--- src/rtl/oui_vendor_prefix_lookup_defines.svh ---
// Assertion macros shared by the vendor prefix lookup RTL.
`ifndef OUI_VENDOR_PREFIX_LOOKUP_DEFINES_SVH
`define OUI_VENDOR_PREFIX_LOOKUP_DEFINES_SVH

// Check that cons holds in the same cycle as ante.
`define OVPL_ASSERT_NOW(label, ante, cons, msg) \
  label: assert property (@(posedge clk) disable iff (rst) (ante) |-> (cons)) \
    else $error(msg);

// Check that cons holds in the cycle after ante.
`define OVPL_ASSERT_NEXT(label, ante, cons, msg) \
  label: assert property (@(posedge clk) disable iff (rst) (ante) |=> (cons)) \
    else $error(msg);

`endif

--- src/rtl/ovpl_pkg.sv ---
// Shared types and constants of the vendor prefix lookup block.
package ovpl_pkg;

  localparam int MAC_W               = 48;
  localparam int KEY_L_W             = 24;
  localparam int KEY_M_W             = 28;
  localparam int KEY_S_W             = 36;
  localparam int TAG_W               = 16;
  localparam int DEF_TABLE_ENTRIES   = 64;
  localparam int DEF_VENDOR_BITS     = 16;

  localparam logic REQ_LOOKUP = 1'b0;
  localparam logic REQ_ADD    = 1'b1;

  typedef enum logic [2:0] {
    ST_MISS  = 3'd0,
    ST_HIT   = 3'd1,
    ST_ADDED = 3'd2,
    ST_CID   = 3'd3,
    ST_FULL  = 3'd4
  } status_t;

  typedef enum logic [1:0] {
    CLS_L   = 2'd0,
    CLS_M   = 2'd1,
    CLS_S   = 2'd2,
    CLS_CID = 2'd3
  } class_t;

  // Commands from the sequencer to one table.
  typedef struct packed {
    logic start;
    logic add;
  } tbl_ctrl_t;

  // Status of one table back to the sequencer.
  typedef struct packed {
    logic full;
    logic done;
    logic hit;
  } tbl_stat_t;

endpackage

--- src/rtl/ovpl_ram.sv ---
// Generic single-write, single-read RAM with registered read data.
module ovpl_ram import ovpl_pkg::*; #(
  parameter int WIDTH = 40,
  parameter int DEPTH = DEF_TABLE_ENTRIES,
  localparam int ADDR_W = (DEPTH > 1) ? $clog2(DEPTH) : 1
) (
  input  logic              clk,
  input  logic              we,
  input  logic [ADDR_W-1:0] waddr,
  input  logic [WIDTH-1:0]  wdata,
  input  logic              re,
  input  logic [ADDR_W-1:0] raddr,
  output logic [WIDTH-1:0]  rdata
);

  logic [WIDTH-1:0] mem [DEPTH];

  always_ff @(posedge clk) begin
    if (we) begin
      mem[waddr] <= wdata;
    end
    if (re) begin
      rdata <= mem[raddr];
    end
  end

endmodule

--- src/rtl/ovpl_table.sv ---
// One prefix table: entry memory, fill count and linear first-match scanner.
module ovpl_table import ovpl_pkg::*; #(
  parameter int KEY_W         = KEY_L_W,
  parameter int VENDOR_BITS   = DEF_VENDOR_BITS,
  parameter int TABLE_ENTRIES = DEF_TABLE_ENTRIES
) (
  input  logic                   clk,
  input  logic                   rst,
  input  tbl_ctrl_t              ctrl,
  input  logic [KEY_W-1:0]       add_key,
  input  logic [VENDOR_BITS-1:0] add_tag,
  input  logic [KEY_W-1:0]       find_key,
  output tbl_stat_t              stat,
  output logic [VENDOR_BITS-1:0] found_tag
);

  localparam int IDX_W  = (TABLE_ENTRIES > 1) ? $clog2(TABLE_ENTRIES) : 1;
  localparam int CNT_W  = $clog2(TABLE_ENTRIES + 1);
  localparam int DATA_W = KEY_W + VENDOR_BITS;

  logic [CNT_W-1:0]  count;
  logic [CNT_W-1:0]  ptr;
  logic              pend;
  logic              active;
  logic              done;
  logic              hit;
  logic [DATA_W-1:0] rdata;
  logic              full;
  logic              wr_en;
  logic              match;
  logic              last;
  logic              rd_en;

  assign full  = (count == CNT_W'(TABLE_ENTRIES));
  assign wr_en = ctrl.add && !full;
  assign match = pend && (rdata[DATA_W-1 -: KEY_W] == find_key);
  assign last  = (ptr == count);
  assign rd_en = active && !match && !last;

  ovpl_ram #(
    .WIDTH (DATA_W),
    .DEPTH (TABLE_ENTRIES)
  ) u_ram (
    .clk   (clk),
    .we    (wr_en),
    .waddr (count[IDX_W-1:0]),
    .wdata ({add_key, add_tag}),
    .re    (rd_en),
    .raddr (ptr[IDX_W-1:0]),
    .rdata (rdata)
  );

  always_ff @(posedge clk) begin
    if (rst) begin
      count  <= '0;
      ptr    <= '0;
      pend   <= 1'b0;
      active <= 1'b0;
      done   <= 1'b0;
      hit    <= 1'b0;
    end else begin
      if (wr_en) begin
        count <= count + CNT_W'(1);
      end
      if (ctrl.start) begin
        ptr    <= '0;
        pend   <= 1'b0;
        active <= 1'b1;
        done   <= 1'b0;
        hit    <= 1'b0;
      end else if (active) begin
        if (match) begin
          // first match wins: stop the scan
          hit    <= 1'b1;
          done   <= 1'b1;
          active <= 1'b0;
          pend   <= 1'b0;
        end else if (last && !pend) begin
          done   <= 1'b1;
          active <= 1'b0;
        end else begin
          pend <= rd_en;
          if (rd_en) begin
            ptr <= ptr + CNT_W'(1);
          end
        end
      end
    end
  end

  always_ff @(posedge clk) begin
    if (active && match) begin
      found_tag <= rdata[VENDOR_BITS-1:0];
    end
  end

  assign stat.full = full;
  assign stat.done = done;
  assign stat.hit  = hit;

endmodule

--- config.mk ---
export PLATFORM = sky130hd
export DESIGN_NAME = ovpl_table
export DESIGN_NICKNAME = d
export VERILOG_FILES = /design/src/rtl/oui_vendor_prefix_lookup_defines.svh /design/src/rtl/ovpl_pkg.sv /design/src/rtl/ovpl_ram.sv /design/src/rtl/ovpl_table.sv
export SDC_FILE = /design/constraint.sdc
export NUM_CORES = 2
export LEC_CHECK = 0
export BUFFER_PORTS_ARGS = -buffer_cell sky130_fd_sc_hd__buf_4
export CAP_MARGIN = 25
export CORE_MARGIN = 2
export CORE_UTILIZATION = 59
export CTS_BUF_LIST = sky130_fd_sc_hd__clkbuf_8
export CTS_CLUSTER_DIAMETER = 120
export DETAILED_ROUTE_END_ITERATION = 10
export PLACE_DENSITY = 0.74
export SLEW_MARGIN = 25
export SYNTH_ARGS = -nofsm -noshare
export SYNTH_HDL_FRONTEND = slang
export SYNTH_SLANG_ARGS = --single-unit
export TNS_END_PERCENT = 30
--- constraint.sdc ---
create_clock -name clk -period 3.4 [get_ports clk]
set_input_delay 0.68 -clock clk [delete_from_list [all_inputs] [get_ports clk]]
set_output_delay 0.68 -clock clk [all_outputs]
set_load 0.01 [all_outputs]
==> impl_metrics.env <==
export IMPL_status="complete, no violations"
export IMPL_cpLargestDelayFamily="compound AO/OA/AOI/OAI gates"
export IMPL_fin_nets=5215
export IMPL_fill_cells=10379
export IMPL_yosysUniqueCellTypes=48
export IMPL_antenna_found_initial=9
export IMPL_final_util_pct=67.2
export IMPL_synth_xor_area_share_pct=0.312
export IMPL_path_common_cell="a211oi_1"
export IMPL_reg2reg_depth=7
export IMPL_slowest_delay_ns=0.82
export IMPL_cp_max_fo=31
export IMPL_synth_edf_count=2616
export IMPL_grt_usage_pct=28.2
export IMPL_met2WireLength_um=119000
export IMPL_cp_required_ns=4.36
export IMPL_cts_root_buf="clkbuf_8"
export IMPL_rows=151
export IMPL_hold_viol_final=0
export IMPL_irDropWorstVdd_uv=442
export IMPL_drt_met1_wl_um=92300
export IMPL_critPathBufInv=2
export IMPL_grt_pass1_vias=50875
export IMPL_synth_async_reset_ratio_pct=0
export IMPL_p_leak_nw=34.8
export IMPL_gp_congestion=0.904
export IMPL_dr_total_vias=50944
export IMPL_min_period_over_period_pct=99.1
export IMPL_setup_viol=0
export IMPL_synth_compound_area_share_pct=3.08
export IMPL_clock_skew_ns=0.0839
export IMPL_netlist_area_um2=101000
export IMPL_hold_path_class="input pin to register"
export IMPL_first_pass_iters=5
export IMPL_cts_setup_buffers=0
export IMPL_ios=87
export IMPL_io_buffers=86
export IMPL_grt_pass1_wl_um=351000
export IMPL_regArea_um2=78900
export IMPL_clock_sinks=2634
export IMPL_critPathKind="register to register"
export IMPL_avgViaCountPerCell=6.65
export IMPL_place_inst=6942
export IMPL_rsz0062_at_grt="false"
export IMPL_synth_top_family_by_area="multiplexers"
export IMPL_initial_utilization_pct=59.5
export IMPL_regToRegEndpoint="u_ram.rdata[15]$_DFFE_PN_"
export IMPL_ys_flop_type="edfxtp_1"
export IMPL_cts_path_max_buffers=4
export IMPL_powerDensity_nw_per_um2=535
export IMPL_postRouteAntennaNets=0
export IMPL_synthTopCellsByArea="edfxtp_1 78%, mux4_2 12%, mux2i_1 2.9%"
export IMPL_drc=0
export IMPL_path_clk_slew_ns=0.07
export IMPL_period_minus_slack_ns=3.37
export IMPL_ys_warn_count=0
export IMPL_syn_nets=4663
export IMPL_netlist_area_leader_share_pct=77.8
export IMPL_relSlewSlack_pct=33.2
export IMPL_overflow=0
export IMPL_cts_tree="built"
export IMPL_tightest_slew_ns=0.997
export IMPL_cts_htree_levels=5
export IMPL_synth_area_per_cell_um2=22.0
export IMPL_routed_top_layer="met5"
export IMPL_stdcell_count=7656
export IMPL_clock_latency_ns=1.12
export IMPL_min_from="ctrl[0]"
export IMPL_synthMuxAreaShare_pct=15.2
export IMPL_area_growth_pct=12.9
export IMPL_seq_area_frac_synth_pct=78.2
export IMPL_multiInputGateArea_um2=20900
export IMPL_core_um2=170000
export IMPL_fmax_mhz=297
export IMPL_drtIter0Drc=6814
export IMPL_dieWidth_um=418
export IMPL_cts_buffers=414
export IMPL_die_area_um2=174000
export IMPL_cap_violations=0
export IMPL_ff2ff_setup_slack_ns=0.03
export IMPL_synth_fa_ha_area_share_pct=0.0372
export IMPL_wl_met3_um=25500
export IMPL_crit_chain="buf_4 -> mux2i_1 -> a211oi_1 -> a211oi_1 -> buf_4 -> a211oi_1 -> or3_1"
export IMPL_drive_gt1_share_pct=28.6
export IMPL_post_dp_hpwl_um=142000
export IMPL_yosys_area_share_simple_pct=1.58
export IMPL_grt_max_degree=78
export IMPL_slowest_stage="a211oi_1"
export IMPL_die_h_um=418
export IMPL_synth_largest_area_cell="edfxtp_1"
export IMPL_critPathCaptureType="register"
export IMPL_wire_per_inst_um=32.0
export IMPL_syn_inst=4592
export IMPL_synth_seq_cells=2634
export IMPL_worstPathArrival_ns=4.33
export IMPL_drt_total_wl_um=245000
export IMPL_slew_viol_final=0
export IMPL_start_kind="register"
export IMPL_r2r_start="ptr[1]$_SDFFE_PP0P_"
export IMPL_holdPathStages=4
export IMPL_min_delay_worst_endpoint="count[4]$_SDFFE_PP0P_"
==> state kept, by name, indices dropped and copies added (netlist names) <==
name / flops
pend: 1
count: 7
ptr: 7
u_ram.rdata: 40
done: 1
hit: 1
u_ram.mem: 2560
active: 1
found_tag: 16
==> layer usage <==
layer / global-route usage (%) / vias to the layer above
met5: 0 / -
met4: 10.1 / 2
met3: 6.16 / 401
met2: 44.2 / 3062
met1: 39.9 / 26905
li1: - / 20574
==> worst min-delay path, stage by stage <==
cell and delay, ns:
buf_4 0.18, nand4_1 0.13, xor2_1 0.08, nor2_1 0.08
==> final cells by class <==
type	count	area share [%]
timing repair buffer	404	3.64
clock buffer	425	5.13
sequential	2634	69.3
multi-input combinational	1685	18.4
tap	2218	2.43
clock inverter	279	1.13
antenna	6	0.0132
inverter	5	0.0165
==> how the worst max path moves through the flow <==
stage	start	depth (start not counted)	to	slack, ns
final	ptr[1]$_SDFFE_PP0P_	7	u_ram.rdata[15]$_DFFE_PN_	0.03
after global routing	ptr[1]$_SDFFE_PP0P_	7	u_ram.rdata[28]$_DFFE_PN_	0.0004
after CTS	ptr[1]$_SDFFE_PP0P_	7	u_ram.rdata[28]$_DFFE_PN_	0.10
after detailed placement	ptr[1]$_SDFFE_PP0P_	7	u_ram.rdata[28]$_DFFE_PN_	0.16
after global placement	ptr[0]$_SDFFE_PP0P_	7	u_ram.rdata[28]$_DFFE_PN_	0.22
after floorplan	count[0]$_SDFFE_PP0P_	9	u_ram.mem[62][0]$_DFFE_PP_	-0.29
==> cell usage after synthesis (54+ instances only) <==
cell type     n
edfxtp_1   2616
mux4_2      525
mux2i_1     297
nor2_1      108
o22ai_1      95
a211oi_1     85
clkbuf_1     85
buf_2        84
buf_4        57
nor2b_1      55
a21oi_1      54
nand2_1      54
==> report_power, final <==
group / leakage, nW / internal (mW) / switching [mW] / total [mW]
clock network: 4.17 / 11.9 / 11.7 / 23.7
logic: 6.94 / 0.461 / 0.993 / 1.45
registers: 23.7 / 35.8 / 0.0620 / 35.9
total: 34.8 / 48.2 / 12.8 / 61.0
==> placed cells by master, fill, tap and decap left out, types with 34 or more instances in the layout <==
cell      netlist  layout
edfxtp_1     2616    2616
mux4_2        525     525
clkbuf_8        0     425
buf_4          57     312
mux2i_1       297     297
inv_1           5     132
o22ai_1        95      95
clkinv_1        0      91
buf_12          0      88
a211oi_1       85      85
nor2_4          0      65
nand2_1        54      54
a21oi_1        54      53
nor2b_1        55      51
a22oi_1        51      51
mux2_2         51      51
clkinv_2        0      49
nor2_1        108      43
nor3_1         35      35
xnor2_1        34      34
==> kinds of logic (layout without fill, tap and decap cells) <==
| family | after synthesis | count (layout) |
|---|---|---|
| XOR/XNOR | 36 | 36 |
| other | 0 | 6 |
| flip-flops | 2634 | 2634 |
| AO/OA/AOI/OAI | 447 | 447 |
| multiplexers | 873 | 873 |
| AND/OR/NAND/NOR | 326 | 326 |
| adder cells (fa/ha/maj) | 3 | 3 |
| buffers and inverters | 273 | 1113 |
==> through the flow <==
step / TNS, ns / hold WS (ns) / total power, mW / instance area (µm²) / setup slack (ns)
2_1_floorplan: -471.01 / 0.400 / 37.1 / 101000 / -0.288
3_3_place_gp: 0 / 0.404 / 38.0 / 107000 / 0.220
3_5_place_dp: 0 / 0.427 / 38.0 / 107000 / 0.163
4_1_cts: 0 / 0.0107 / 61.4 / 114000 / 0.103
5_1_grt: 0 / 0.0716 / 62.8 / 114000 / 0.000436
6_report: 0 / 0.0970 / 61.0 / 114000 / 0.0321
==> what timing repair did <==
action | in CTS | in global routing
hold endpoints to repair | 12 | 0
gates resized for setup | 0 | 0
setup endpoints to repair | 0 | 4
hold buffers | 4 | 0
(Power assumes the default switching activity.)
